[src/hdl/bibs_ram.sv]
`timescale 1ns / 1ps

module bibs_ram #(
    parameter int WIDTH = 8,
    parameter int DEPTH = 512
) (
    input  logic                     i_clk,
    input  logic                     i_we,
    input  logic [$clog2(DEPTH)-1:0] i_waddr,
    input  logic [WIDTH-1:0]         i_wdata,
    input  logic [$clog2(DEPTH)-1:0] i_raddr,
    output logic [WIDTH-1:0]         o_rdata
);

    logic [WIDTH-1:0] r_mem [0:DEPTH-1];
    logic [WIDTH-1:0] r_rdata;

    always_ff @(posedge i_clk) begin
        if (i_we) begin
            r_mem[i_waddr] <= i_wdata;
        end
        r_rdata <= r_mem[i_raddr];
    end

    assign o_rdata = r_rdata;

endmodule

[config.mk]
export PLATFORM = sky130hd
export DESIGN_NAME = bibs_ram
export DESIGN_NICKNAME = d
export VERILOG_FILES = /design/src/hdl/bibs_ram.sv
export SDC_FILE = /design/constraint.sdc
export NUM_CORES = 2
export LEC_CHECK = 0
export BUFFER_PORTS_ARGS = -buffer_cell sky130_fd_sc_hd__buf_2
export CORE_MARGIN = 3
export CORE_UTILIZATION = 40
export CTS_CLUSTER_DIAMETER = 60
export CTS_CLUSTER_SIZE = 24
export DETAILED_ROUTE_END_ITERATION = 16
export SYNTH_ARGS = -nofsm -noshare
export SYNTH_HDL_FRONTEND = slang
export SYNTH_SLANG_ARGS = --single-unit
export TNS_END_PERCENT = 1
[constraint.sdc]
create_clock -name i_clk -period 2.26 [get_ports i_clk]
set_input_delay 0.113 -clock i_clk [delete_from_list [all_inputs] [get_ports i_clk]]
set_output_delay 0.113 -clock i_clk [all_outputs]
set_load 0.005 [all_outputs]
# == Yosys cells after proc, flatten, opt, wreduce, memory -nomap -nowiden ==
# Memory sizes are Yosys's and may differ from the RTL's. A register that Yosys moved wholly into a read port is not among the register bits.
# Index checks and enable logic that the tools add are counted.
# classes
n_addsub,0
div,0
shift,0
n_reduce_logical,0
mul,0
muxes,2
n_eq_ne,0
order_cmp,0
bitwise_logic,0
# ops
op,n
two-way mux 1 bit,2
# totals
latchBits,0
memories,1
output_inout_bits,8
wordCells,3
ramBits,4096
register_bits,0
rom_bits,0
# memory_table
memory,depth,width,rd,rd_ports_with_merged_regs,write_ports,line_no,source
r_mem,512,8,1,1,1,15,logic [WIDTH-1:0] r_mem [0:DEPTH-1];

# == Longest topological paths before layout ==
# depth
word_depth,2
depth_mapped,12
ltp_nobuf,7

# == Least setup slack after synthesis ==
# No wires, ideal clock.
# synth_path
kind,input-to-reg
startpoint,input i_raddr[0]
endpoint,"register r_rdata[0] (netlist: o_rdata[0]), read port of r_mem"
required_time_ns,2.142
arrival_ns,1.967
setup_slack_ns,0.175
stages,10
path_cell_list,buf_4 > buf_12 > buf_12 > buf_2 > mux4_2 > o21ai_0 > nand3_1 > nand4_1 > o21ai_0 > o2111a_1
# synth_rtl
element,line_no,source
start: declaration,11,"input logic [$clog2(DEPTH)-1:0] i_raddr,"
end: declaration,16,logic [WIDTH-1:0] r_rdata;

==> impl_metrics.py <==
metrics = {
    "worst_setup_path": {
        "start_kind": "flip-flop",
        "worstPathRequired_ps": 3160,
        "r2r_end": "o_rdata[7]$_DFF_P_",
        "endpoint_kind": "flip-flop",
        "cp.arrival_ps": 3370,
        "cpMostUsedCell": "buf_4",
        "crit_slowest_cell": "edfxtp_1",
        "crit_type": "reg -> reg",
        "r2r_slack_ps": -210,
        "critPathMaxStageDelay_ps": 350,
        "crit_chain": "mux2i_1, o221ai_2, buf_4, nor3_1, buf_4, nor4_4, o311ai_2, buf_4, nor4_4, buf_4, o2111a_1",
        "timing.rr.start": "r_mem[34][7]$_DFFE_PP_",
        "r2r_cells": 11,
        "worstPathMaxFanout": 2,
    },
    "power_and_ir_drop": {
        "clkPwrFrac_pct": 34.0,
        "pwr-share-comb_pct": 6.5,
        "p_sw_w": 0.0314,
        "irDropWorstVdd_mv": 0.725,
        "intPower_w": 0.109,
        "switching_share_pct": 22.3,
        "finalPower_w": 0.141,
        "p_leak_nw": 61.4,
        "seqPwrFrac_pct": 59.5,
        "power_density_nw_per_um2": 752,
    },
    "clock_tree": {
        "clock-sinks": 4104,
        "root_buffer": "clkbuf_16",
        "clockBufferDepth": 4,
        "clk_pin_slew_worst_paths_ps": 100,
        "cts_htree_levels": 4,
        "insertion_delay_ps": 960,
        "numCtsBuffers": 235,
        "cts_tree": "yes",
    },
    "finish": {
        "layout.nets": 9445,
        "most-common-layout-cells": "edfxtp_1, buf_4, mux2i_1",
        "fillers": 32862,
        "multi_input_area_um2": 34600,
        "drive_gt1_share_pct": 29.0,
        "final_common_cell": "edfxtp_1",
        "area_growth_syn_to_layout_pct": 17.0,
        "ff_latch_area_um2": 123000,
        "post-route-util_pct": 47.1,
    },
    "synth": {
        "ys_types": 51,
        "ys.flop_type": "edfxtp_1",
        "syn_area_per_cell_um2": 19.9,
        "seq_area_frac_synth_pct": 77.0,
        "synth.largest_area_cell": "edfxtp_1",
        "synth_top_family_by_area": "multiplexers",
        "synth_edf_count": 4096,
        "synth.area.top_cells": "edfxtp_1, mux4_2, mux2i_1",
        "syn-instance-count": 8030,
        "ys_seq_elements": 4104,
        "synthSimpleGateAreaFrac_pct": 2.63,
        "syn_area_um2": 160000,
        "synth-compound-area-share_pct": 4.31,
        "async_flop_share_pct": 0,
        "synthMuxAreaShare_pct": 14.2,
        "yosys.area_share.adder_pct": 0,
        "yosysTopAreaCellShare_pct": 76.9,
        "synth_xor_area_share_pct": 0,
        "synth_warnings": 0,
        "synth.net_count": 8058,
    },
    "grt": {
        "grt_antenna_before_repair": 21,
        "grt_pass1_vias": 85729,
        "overflow": 0,
        "grt_start_max_net_pins": 125,
        "grt_pass1_wl_um": 626000,
        "grt_usage_pct": 21.1,
    },
    "placed_design": {
        "dp_hpwl_um": 293000,
        "gp_congestion": 0.916,
        "port_buffers": 35,
    },
    "sta": {
        "finalCriticalPeriod_ps": 2470,
        "rsz0062_at_grt": "true",
        "setup_ws_ps": -208,
        "hold_violations": 0,
        "tightest_slew_ps": 927,
        "finClkSkew_ps": 72.1,
        "setup_viol": 8,
        "relSlewSlack_pct": 37.5,
        "min_period_over_period_pct": 109,
        "maxSlewViolCount": 0,
        "clock.fmax_mhz": 405,
    },
    "detailed_routing": {
        "routed_wl_um": 438000,
        "drt_iter0_markers": 9972,
        "ant_nets": 0,
        "drc_errors": 0,
        "viasPerCell": 5.74,
        "drt-pass1-iter-count": 5,
        "routed-via-count": 85152,
        "wl_per_cell_um": 29.5,
    },
    "run_status": {
        "violations": "setup timing",
        "outcome": "finished, violations left",
    },
    "min_path": {
        "hold_start": "i_waddr[0]",
        "hold_path_depth": 5,
        "whs_endpoint": "r_mem[271][3]$_DFFE_PP_",
        "min_path_type": "in -> reg",
    },
    "floorplanning": {
        "pin_count": 36,
        "die_h_um": 638,
        "core_area_um2": 397000,
        "row_count": 231,
        "die_width_um": 638,
        "start_util_pct": 40.3,
        "dieArea_um2": 407000,
    },
    "flow_run": {
        "cap_violations": 0,
    },
}
-- timing repair --
item | 4_1_cts | 5_1_grt
gates cloned | 0 | 0
setup endpoints to repair | 8 | 8
gates resized for setup | 72 | 23
hold buffers | 12 | 0
setup buffers | 0 | 2
hold endpoints to repair | 3305 | 0
pin swaps | 24 | 13
-- synth_stat cells (all sizes together), types with 5 or more instances --
cell / number
edfxtp: 4096
mux2i: 797
mux4: 654
nor2: 597
o221ai: 372
clkbuf: 265
buf: 248
a21oi: 194
o22ai: 163
o21ai: 119
nand2: 111
nor3: 109
a22oi: 61
nand3: 36
nor4: 36
nand4: 32
and2: 20
a211oi: 17
o31ai: 13
dfxtp: 8
nor3b: 8
o2111a: 8
o41ai: 7
nor2b: 6
o311ai: 6
or3: 6
a22o: 5
or2: 5
-- worst max-delay path, delay by kind of cell, from the launching register on --
kind	cells	cell delay (ps)
mux	1	80
buf+inv	4	720
flops	1	350
simple gates	3	610
compound gates	3	640
-- routing by layer --
| layer | global-route usage (%) | vias to the layer above | wire [um] |
|---|---|---|---|
| met5 | 0 | - | 34 |
| met4 | 6.85 | 4 | 16000 |
| met3 | 3.22 | 634 | 31700 |
| met2 | 34.9 | 3298 | 214000 |
| met1 | 28.7 | 45131 | 177000 |
| li1 | - | 36085 | - |
-- power groups by stage --
stage                     clock network, W  logic [W]  registers, W
after floorplan                          0    0.00399        0.0855
after global placement                   0    0.00894        0.0855
after detailed placement                 0    0.00908        0.0855
after CTS                           0.0487    0.00917        0.0837
after global routing                0.0514    0.00958        0.0837
final                               0.0478    0.00917        0.0837
-- flip-flops by register name (all words and copies together), names as in the netlist --
name,cells
r_mem,4096
o_rdata,8
-- stage by stage --
step | hold slack, ps | cells | setup slack (ps) | cell area (um2) | setup TNS, ps
5_1_grt | 46.1 | 14829 | -239 | 187000 | -1360
2_1_floorplan | 212 | 8030 | 175 | 160000 | 0
4_1_cts | 5.52 | 14828 | -205 | 187000 | -951
3_3_place_gp | 545 | 14411 | -1670 | 179000 | -10970
6_report | 84.4 | 14835 | -208 | 187000 | -878
3_5_place_dp | 546 | 14412 | -1480 | 179000 | -9890
-- worst max-delay path by stage --
stage          slack [ps]  cells after the start               startpoint                 end
4_1_cts              -200                      6  r_mem[438][5]$_DFFE_PP_  o_rdata[5]$_DFF_P_
2_1_floorplan         180                     10               i_raddr[0]  o_rdata[0]$_DFF_P_
5_1_grt              -240                      9  r_mem[265][7]$_DFFE_PP_  o_rdata[7]$_DFF_P_
6_report             -210                     11   r_mem[34][7]$_DFFE_PP_  o_rdata[7]$_DFF_P_
3_3_place_gp        -1670                     12               i_raddr[6]  o_rdata[6]$_DFF_P_
3_5_place_dp        -1480                     14               i_raddr[0]  o_rdata[7]$_DFF_P_
-- kinds of logic after synthesis --
logic type	count (synthesis)
compound gates	979
simple gates	980
flops	4104
mux	1451
buf+inv	516
-- final cells by class --
| class | count | area share (%) |
|---|---|---|
| multi-input cells | 3410 | 18.5 |
| well taps | 5242 | 3.51 |
| inverters | 3 | 0.0100 |
| clock buffers | 258 | 3.27 |
| repair buffers | 1663 | 7.96 |
| flip-flops and latches | 4104 | 65.8 |
| diodes | 7 | 0.00936 |
| clock inverters | 148 | 0.934 |
Note: power is estimated with default switching activity, not from simulation.
