## src/hdl/bibs_pkg.sv

```systemverilog
`timescale 1ns / 1ps

package bibs_pkg;

    localparam int DEF_STORE_BYTES = 512;

    // Field and register widths
    localparam int DATA_SIZE_W = 10;
    localparam int INDEX_W     = 9;
    localparam int BYTE_W      = 8;

    // Modular reducer: operand bits walked MSB first, residue width
    localparam int OPND_W = 12;
    localparam int CNT_W  = $clog2(OPND_W);
    localparam int MOD_W  = 13;

    // Step table
    localparam int STEP_COUNT = 171;
    localparam int STEP_IDX_W = $clog2(STEP_COUNT);
    localparam int STEP_W     = 12;

    // size / 3 as (size * DIV3_MUL) >> DIV3_SHIFT, exact for sizes below 1024
    localparam int DIV3_MUL   = 683;
    localparam int DIV3_SHIFT = 11;
    localparam int DIV3_PROD_W = DATA_SIZE_W + 10;

    typedef enum logic [1:0] {
        OP_IWR = 2'd0,
        OP_IRD = 2'd1,
        OP_RWR = 2'd2,
        OP_RRD = 2'd3
    } t_op;

    typedef struct packed {
        logic              start;
        logic [OPND_W-1:0] operand;
        logic [MOD_W-1:0]  addend;
        logic [MOD_W-1:0]  modulus;
    } t_mod_req;

    typedef struct packed {
        logic             done;
        logic [MOD_W-1:0] result;
    } t_mod_rsp;

    localparam logic [STEP_W-1:0] STEP_TABLE [0:STEP_COUNT-1] = '{
        12'd0,    12'd7,    12'd11,   12'd11,   12'd61,   12'd19,   12'd17,   12'd65,
        12'd139,  12'd23,   12'd23,   12'd23,   12'd23,   12'd25,   12'd73,   12'd29,
        12'd31,   12'd97,   12'd77,   12'd53,   12'd31,   12'd79,   12'd223,  12'd59,
        12'd35,   12'd107,  12'd395,  12'd35,   12'd107,  12'd109,  12'd109,  12'd349,
        12'd101,  12'd43,   12'd259,  12'd41,   12'd365,  12'd521,  12'd245,  12'd691,
        12'd403,  12'd355,  12'd47,   12'd247,  12'd47,   12'd187,  12'd47,   12'd131,
        12'd47,   12'd95,   12'd49,   12'd97,   12'd145,  12'd457,  12'd53,   12'd977,
        12'd55,   12'd439,  12'd97,   12'd245,  12'd437,  12'd317,  12'd461,  12'd55,
        12'd199,  12'd1207, 12'd103,  12'd103,  12'd395,  12'd515,  12'd59,   12'd329,
        12'd137,  12'd227,  12'd491,  12'd59,   12'd269,  12'd299,  12'd301,  12'd229,
        12'd181,  12'd133,  12'd253,  12'd205,  12'd277,  12'd67,   12'd667,  12'd283,
        12'd65,   12'd245,  12'd1193, 12'd473,  12'd593,  12'd293,  12'd1675, 12'd1603,
        12'd499,  12'd1651, 12'd1291, 12'd71,   12'd247,  12'd215,  12'd71,   12'd335,
        12'd215,  12'd71,   12'd551,  12'd563,  12'd71,   12'd599,  12'd1031, 12'd73,
        12'd1501, 12'd253,  12'd217,  12'd217,  12'd601,  12'd77,   12'd841,  12'd445,
        12'd79,   12'd271,  12'd553,  12'd145,  12'd509,  12'd893,  12'd1181, 12'd173,
        12'd149,  12'd605,  12'd79,   12'd511,  12'd427,  12'd283,  12'd175,  12'd439,
        12'd151,  12'd803,  12'd155,  12'd1171, 12'd83,   12'd1337, 12'd635,  12'd587,
        12'd2171, 12'd2123, 12'd299,  12'd83,   12'd827,  12'd317,  12'd283,  12'd589,
        12'd373,  12'd805,  12'd421,  12'd727,  12'd823,  12'd1837, 12'd485,  12'd709,
        12'd269,  12'd421,  12'd715,  12'd181,  12'd349,  12'd89,   12'd557,  12'd737,
        12'd317,  12'd605,  12'd869
    };

    // Step for an effective packet size; indexes past the table end use the last entry
    function automatic logic [STEP_W-1:0] step_for_size(input logic [DATA_SIZE_W-1:0] size);
        logic [DIV3_PROD_W-1:0] prod;
        logic [DIV3_PROD_W-1:0] third;
        logic [STEP_IDX_W-1:0]  idx;
        prod  = DIV3_PROD_W'(size) * DIV3_PROD_W'(DIV3_MUL);
        third = prod >> DIV3_SHIFT;
        if (third >= DIV3_PROD_W'(STEP_COUNT - 1)) begin
            idx = STEP_IDX_W'(STEP_COUNT - 1);
        end else begin
            idx = third[STEP_IDX_W-1:0];
        end
        return STEP_TABLE[idx];
    endfunction

endpackage

```

## src/hdl/bibs_mod_unit.sv

```systemverilog
`timescale 1ns / 1ps

// Horner reduction: result = (operand * addend) mod modulus, one operand bit per cycle.
// Requires addend < modulus.
module bibs_mod_unit (
    input  logic               i_clk,
    input  logic               i_rst_n,
    input  bibs_pkg::t_mod_req i_req,
    output bibs_pkg::t_mod_rsp o_rsp
);

    import bibs_pkg::*;

    logic              r_busy;
    logic              r_done;
    logic [CNT_W-1:0]  r_cnt;
    logic [OPND_W-1:0] r_opnd;
    logic [MOD_W-1:0]  r_add;
    logic [MOD_W-1:0]  r_mod;
    logic [MOD_W-1:0]  r_acc;

    logic [MOD_W+1:0]  sum;
    logic [MOD_W+1:0]  mod_x1;
    logic [MOD_W+1:0]  mod_x2;
    logic [MOD_W-1:0]  n_acc;

    // double, add, then fold back below the modulus (sum < 3 * modulus)
    always_comb begin
        sum    = {1'b0, r_acc, 1'b0} + (r_opnd[OPND_W-1] ? (MOD_W+2)'(r_add) : '0);
        mod_x1 = (MOD_W+2)'(r_mod);
        mod_x2 = {1'b0, r_mod, 1'b0};
        if (sum >= mod_x2) begin
            n_acc = MOD_W'(sum - mod_x2);
        end else if (sum >= mod_x1) begin
            n_acc = MOD_W'(sum - mod_x1);
        end else begin
            n_acc = sum[MOD_W-1:0];
        end
    end

    always_ff @(posedge i_clk) begin
        if (!i_rst_n) begin
            r_busy <= 1'b0;
            r_done <= 1'b0;
            r_cnt  <= '0;
        end else begin
            r_done <= 1'b0;
            if (i_req.start) begin
                r_busy <= 1'b1;
                r_cnt  <= '0;
                r_opnd <= i_req.operand;
                r_add  <= i_req.addend;
                r_mod  <= i_req.modulus;
                r_acc  <= '0;
            end else if (r_busy) begin
                r_acc  <= n_acc;
                r_opnd <= {r_opnd[OPND_W-2:0], 1'b0};
                r_cnt  <= r_cnt + 1'b1;
                if (r_cnt == CNT_W'(OPND_W - 1)) begin
                    r_busy <= 1'b0;
                    r_done <= 1'b1;
                end
            end
        end
    end

    assign o_rsp.done   = r_done;
    assign o_rsp.result = r_acc;

`ifndef SYNTHESIS
    a_acc_reduced: assert property (@(posedge i_clk) disable iff (!i_rst_n)
        r_busy |-> r_acc < r_mod)
        else $error("residue not below modulus");

    a_done_pulse: assert property (@(posedge i_clk) disable iff (!i_rst_n)
        r_done |=> !r_done)
        else $error("done held more than one cycle");

    a_busy_done: assert property (@(posedge i_clk) disable iff (!i_rst_n)
        r_done |-> !r_busy)
        else $error("done while still iterating");
`endif

endmodule

```

## config.mk

```make
export PLATFORM = sky130hd
export DESIGN_NAME = bibs_mod_unit
export DESIGN_NICKNAME = d
export VERILOG_FILES = /design/src/hdl/bibs_pkg.sv /design/src/hdl/bibs_mod_unit.sv
export SDC_FILE = /design/constraint.sdc
export NUM_CORES = 1
export LEC_CHECK = 0
export BUFFER_PORTS_ARGS = -buffer_cell sky130_fd_sc_hd__buf_2
export CORE_UTILIZATION = 45
export CTS_CLUSTER_SIZE = 25
export DETAILED_ROUTE_END_ITERATION = 8
export HOLD_SLACK_MARGIN = 0.02
export PLACE_DENSITY = 0.76
export SLEW_MARGIN = 20
export SYNTH_ARGS = -nofsm -noshare
export SYNTH_HDL_FRONTEND = slang
export SYNTH_SLANG_ARGS = --single-unit
```

## constraint.sdc

```tcl
create_clock -name i_clk -period 6.04 [get_ports i_clk]
set_input_delay 0.604 -clock i_clk [delete_from_list [all_inputs] [get_ports i_clk]]
set_output_delay 0.604 -clock i_clk [all_outputs]
set_load 0.1 [all_outputs]
```

# == After elaboration in Yosys (flattened, before gate mapping) ==
# Cells that the tools add are included.
# classes
eq_ne,1
reduce_logical,5
addsub,4
bitwise,2
muxes,10
n_lt_le_gt_ge,2
# op_table
cell,n
$mux W13,4
$sub A13 B13 Y13,2
$mux W12,2
$add A14 B13 Y15,1
$ge A15 B13 Y1,1
$ge A15 B14 Y1,1
$add A4 B1 Y4 const B,1
$eq A4 B4 Y1 const B,1
$mux W1,4
$reduce_and A2 Y1,2
$reduce_or A3 Y1,1
$not A1 Y1,2
$reduce_bool A2 Y1,1
$reduce_or A2 Y1,1
# word_totals
inputBits,41
output_inout_bits,14
register_bits,57
wordCells,31

# == Longest topological paths before layout ==
# logic_depth
depth_word,6
depth_mapped,18
depth_no_buf,17

# == Worst setup path after synthesis ==
# No wires, ideal clock.
# synth_path
path_kind,flip-flop to flip-flop
start,register r_acc[0]
end,"register r_acc[10], data pin"
setup_ns,0.275
t_arrival_ns,4.162
path_slack_ns,1.603
path_stages_with_launch,15
period_less_slack_ns,4.437
required_time_ns,5.765
n_path_buf,1
cell_sequence,edfxtp_1 > ha_1 > fa_1 > a21o_1 > a21oi_1 > xnor2_1 > ha_1 > a21o_1 > a221o_1 > a41oi_1 > a21oi_1 > o21a_1 > nor3_4 > clkbuf_1 > a211oi_1
# synth_via
elab_chain_len,5
word_cells_on_any_way,8
classes_between,3 x add/sub; 2 x order compare; 3 x mux
# synth_lines
element,line,text
from (decl),bibs_mod_unit.sv:20,logic [MOD_W-1:0] r_acc;
from (signal assigned),bibs_mod_unit.sv:56,r_acc <= n_acc;
$add A14 B13 Y15 (*),bibs_mod_unit.sv:29,"sum = {1'b0, r_acc, 1'b0} + (r_opnd[OPND_W-1] ? (MOD_W+2)'(r_add) : '0);"
$sub A13 B13 Y13 or $ge A15 B13 Y1 (tied branches),"bibs_mod_unit.sv:35, bibs_mod_unit.sv:34",
$mux W13,bibs_mod_unit.sv:34,end else if (sum >= mod_x1) begin
$mux W13 (*),bibs_mod_unit.sv:32,if (sum >= mod_x2) begin
$mux W13 (*),bibs_mod_unit.sv:55,end else if (r_busy) begin
# Mark *: on every way between the ends. The rest lies on a longest branch, timed or not. The select of a mux whose other input is x is not followed.
# A chain may end at the register's enable or synchronous reset.

# == Final worst setup path ==
# layout_path
start,register r_opnd[11]
end,"register r_acc[2], data pin"
# layout_via
elab_chain_len,6
word_cells_on_any_way,9
classes_between,3 x add/sub; 2 x order compare; 4 x mux
# layout_lines
element,line,text
from (decl),bibs_mod_unit.sv:17,logic [OPND_W-1:0] r_opnd;
from (signal assigned),bibs_mod_unit.sv:51,r_opnd <= i_req.operand;
from (signal assigned),bibs_mod_unit.sv:57,"r_opnd <= {r_opnd[OPND_W-2:0], 1'b0};"
$mux W13 (*),bibs_mod_unit.sv:29,
$add A14 B13 Y15 (*),bibs_mod_unit.sv:29,
$sub A13 B13 Y13 or $ge A15 B13 Y1 (tied branches),"bibs_mod_unit.sv:35, bibs_mod_unit.sv:34",
$mux W13,bibs_mod_unit.sv:34,
$mux W13 (*),bibs_mod_unit.sv:32,
$mux W13 (*),bibs_mod_unit.sv:55,
# Marked as above.

==> qor_table.md <==
| Quantity | Reported | Unit |
|---|---|---|
| Status | completed | - |
| Die X | 95.8 | um |
| R2R Path End | r_acc[2] | - |
| Netlist area before placement | 3960 | um^2 |
| Post-Route Hold Slack | 425 | ps |
| Setup TNS | 0 | ps |
| Sum of routed wire length over all layers | 8510 | um |
| Setup Fix Bufs, Post-CTS | 0 | - |
| Share of cells above drive strength 1 | 19.9 | % |
| Net count of the mapped netlist | 447 | - |
| Final hold violation count | 0 | - |
| Flip-flop cell with the highest count after synthesis | sky130_fd_sc_hd__edfxtp_1 | - |
| Antenna viol nets, final | 0 | - |
| Timing-limited maximum frequency | 196 | MHz |
| Final min period | 5090 | ps |
| Post-layout worst setup margin | 947 | ps |
| Antenna Cells | 0 | - |
| Via-per-instance ratio | 5.51 | - |
| Root Buffer | sky130_fd_sc_hd__clkbuf_8 | - |
| Worst R2R Setup Slack | 950 | ps |
| Count of standard-cell rows | 33 | - |
| Average size of a mapped cell | 10.9 | um^2 |
| Family of cells with the greatest summed delay on the critical path | compound AO/OA/AOI/OAI gates | - |
| Element type at the critical path end | register | - |
| Leakage power figure | 2.00 | nW |
| Period Utilization, post-route | 84.3 | % |
| Number of instances in the synthesized netlist | 364 | - |
| Library cell appearing most often on the critical path | sky130_fd_sc_hd__a21oi_1 | - |
| R2R Path Start | r_opnd[11] | - |
| # hold bufs at CTS | 0 | - |
| Total via count after detailed routing | 2929 | - |
| Initial drt markers | 124 | - |
| Std-Cell Core Area | 8340 | um^2 |
| Max layer used | met4 | - |
| CTS max path bufs | 2 | - |
| Cell area after placement | 4320 | um^2 |
| Maximum number of pins on one net before global-route repair | 29 | - |
| Vias in the first global route | 2797 | - |
| Wire length of the first global-routing pass | 13400 | um |
| Final Max Slew Viols | 0 | - |
| Routability Congestion | 0.928 | - |
| Worst hold path class | input port to register | - |
| Final Total Pwr | 2.66 | mW |
| Total Routing Usage GR | 19.7 | % |
| Max-cap violation count | 0 | - |
| Power density normalized to cell area | 586 | nW/um^2 |
| WP data required | 6240 | ps |
| Synthesized flop and latch total | 57 | - |
| Sum of met3 wire segment lengths after detailed routing | 443 | um |
| Worst supply voltage drop on vdd | 0.182 | mV |
| Clock share of power | 14.8 | % |
| Combinational share of power | 64.8 | % |
| Critical path buffers and inverters | 0 | - |
| Cell Chain, Critical Path | and2_1 -> ha_1 -> fa_1 -> a21o_1 -> a21oi_1 -> xnor2_1 -> ha_1 -> a21o_1 -> a221o_1 -> a41oi_1 -> a21oi_1 -> o21a_1 -> nor3_4 -> o311ai_0 -> a21oi_1 | - |
| Post-cts gate resize count | 0 | - |
| Share of the yosys chip area belonging to registers | 41.8 | % |
| Worst path slowest cell | sky130_fd_sc_hd__nor3_4 | - |
| Final routed wire length divided by cell count | 16.0 | um |
| Unique cell type count in the Yosys netlist | 47 | - |
| Cell count along the critical path | 15 | - |
| Critical Path Max Stage Delay | 650 | ps |
| Setup repair after global routing missed its margin | no | - |
| Worst Setup Start Kind | register | - |
| Net total in the final layout | 505 | - |
| Number of iterations in the first detailed-routing pass | 4 | - |
| Cells on worst reg2reg path | 15 | - |
| Insertion delay of the later-clocked pin in the worst-skew pair | 350 | ps |
| Relative slew margins | 43.7 | % |
| CTS clk-pin slew, worst paths | 70 | ps |
| Count of pins on the block boundary | 55 | - |
| Fraction of power spent switching nets | 47.8 | % |
| Residual DRC count | 0 | - |
| Number of non-filler instances in the completed layout | 532 | - |
| Final clock skew | 11.5 | ps |
| Cell count after placement | 516 | - |
| Area of the die | 9170 | um^2 |
| Count of clock tree sinks | 57 | - |
| Critical Path End | r_acc[2] | - |
| Die outline height | 95.8 | um |
| Count of fill cells added during filler insertion | 732 | - |
| Launch point of the critical path | r_opnd[11] | - |
| Category of the most critical setup path | register to register | - |
| Number of antenna violations at the first check in global routing | 0 | - |
| Maximum level of the CTS H-tree | 3 | - |
| Net load switching power | 1.27 | mW |
| Transition time at the pin with the least slew margin | 842 | ps |
| Sequential fraction of design power | 20.5 | % |
| Count of port buffers added during placement | 54 | - |
| Detailed placement HPWL | 6430 | um |
| Post-placement worst setup slack | 1080 | ps |
| Async set or reset register ratio after synthesis | 0 | % |
| Largest fanout on the critical path | 26 | - |
| Design area | 4530 | um^2 |
| Cts bufs inserted | 9 | - |
| Synth-to-Final Area Change | 14.6 | % |
| Critical path arrival | 5290 | ps |
| Core utilization of the finished layout | 54.4 | % |
| Total routed wire length on the met1 layer | 3910 | um |
| Remaining global-route overflow | 0 | - |
| Internal power | 1.39 | mW |
| Final setup violation count | 0 | - |
| Met2 Routed Length | 3990 | um |
| Count of flip-flops with a built-in enable after synthesis | 51 | - |
| Initial cell density of the core | 47.4 | % |
| CTS tree | built | - |
| Warnings, synthesis | 0 | - |
==> cells by family (layout without fill, tap and decap cells) <==
group / count (synthesis) / in the layout / synth area share, %
buffers and inverters: 29 / 92 / 3.07
adder cells (fa/ha/maj): 42 / 42 / 13.9
XOR/XNOR: 34 / 34 / 7.53
flip-flops: 57 / 57 / 41.8
AO/OA/AOI/OAI: 100 / 100 / 16.9
AND/OR/NAND/NOR: 79 / 79 / 10.8
multiplexers: 23 / 23 / 6.17
==> placed cells by master (no fill, tap or decap), drive strengths merged, types with 2 or more instances in the layout <==
master   n
and2    15
mux2i   12
nand4    4
edfxtp  51
fa       3
nand3    6
o211ai   4
nor3     4
nand2b   7
dfxtp    6
or3      2
ha      39
a21o    19
bufinv   2
a211oi  13
o21bai   4
a21oi   30
clkinv   4
buf     55
and3     2
xor2    12
nor2b    7
xnor2   22
a41oi    2
nor2    21
mux2    11
nand3b   2
nand2    7
inv     21
clkbuf  10
o21a     5
o21ai   12
==> power groups by stage <==
stage	Sequential [mW]	Clock (mW)	Combinational [mW]
floorplan	0.777	0	1.16
global placement	0.553	0	1.63
detailed placement	0.553	0	1.68
CTS	0.545	0.399	1.70
global route	0.551	0.418	1.85
finish	0.545	0.393	1.72
==> Yosys cell counts (2+ instances only) <==
cell	count	area share [%]
sky130_fd_sc_hd__a41oi_1	2	0.44
sky130_fd_sc_hd__nand4_1	4	0.63
sky130_fd_sc_hd__o211ai_1	4	0.76
sky130_fd_sc_hd__inv_1	21	2.0
sky130_fd_sc_hd__clkbuf_1	5	0.47
sky130_fd_sc_hd__xnor2_1	22	4.9
sky130_fd_sc_hd__nand3_1	6	0.76
sky130_fd_sc_hd__and3_1	2	0.32
sky130_fd_sc_hd__mux2_2	11	3.1
sky130_fd_sc_hd__nand2b_1	7	1.1
sky130_fd_sc_hd__mux2i_1	12	3.0
sky130_fd_sc_hd__o21ai_0	12	1.5
sky130_fd_sc_hd__nor2_1	21	2.0
sky130_fd_sc_hd__a21oi_1	29	3.7
sky130_fd_sc_hd__nand2_1	7	0.66
sky130_fd_sc_hd__ha_1	39	12
sky130_fd_sc_hd__dfxtp_1	6	3.0
sky130_fd_sc_hd__fa_1	3	1.5
sky130_fd_sc_hd__a211oi_1	13	2.5
sky130_fd_sc_hd__or3_1	2	0.32
sky130_fd_sc_hd__nand3b_1	2	0.38
sky130_fd_sc_hd__edfxtp_1	51	39
sky130_fd_sc_hd__a21o_1	19	3.6
sky130_fd_sc_hd__and2_1	15	2.4
sky130_fd_sc_hd__o21a_1	5	0.95
sky130_fd_sc_hd__nor3_1	3	0.38
sky130_fd_sc_hd__xor2_1	12	2.7
sky130_fd_sc_hd__o21bai_1	4	0.76
sky130_fd_sc_hd__nor2b_1	7	1.1
==> layer usage <==
| metal | vias to the layer above | GRT usage [%] |
|---|---|---|
| met5 | - | 0 |
| met4 | 0 | 8.71 |
| met3 | 13 | 4.42 |
| met2 | 92 | 31.4 |
| met1 | 1354 | 25.5 |
| li1 | 1470 | - |
==> how the worst min path moves through the flow <==
stage	cells past startpoint	endpoint	startpoint	slack (ps)
floorplan	2	r_done	r_cnt[3]	460
global placement	2	r_done	r_cnt[3]	490
detailed placement	1	r_done	r_cnt[2]	500
CTS	1	r_mod[11]	i_req[11]	420
global route	1	r_mod[11]	i_req[11]	410
finish	1	r_mod[0]	i_req[0]	420
==> layout make-up <==
type	instances	area [um^2]	share of cell area [%]
Multi-Input combinational cell	278	2180	48.2
Sequential cell	57	1650	36.4
Timing Repair Buffer	55	278	6.13
Tap cell	105	131	2.90
Clock buffer	10	128	2.81
Clock inverter	6	83.8	1.85
Inverter	21	78.8	1.74
==> registers in the layout, indices dropped and copies added, names as in the netlist <==
signal	flops
r_add	13
r_cnt	4
r_acc	13
r_busy	1
r_opnd	12
r_mod	13
r_done	1
(Power assumes the default switching activity.)
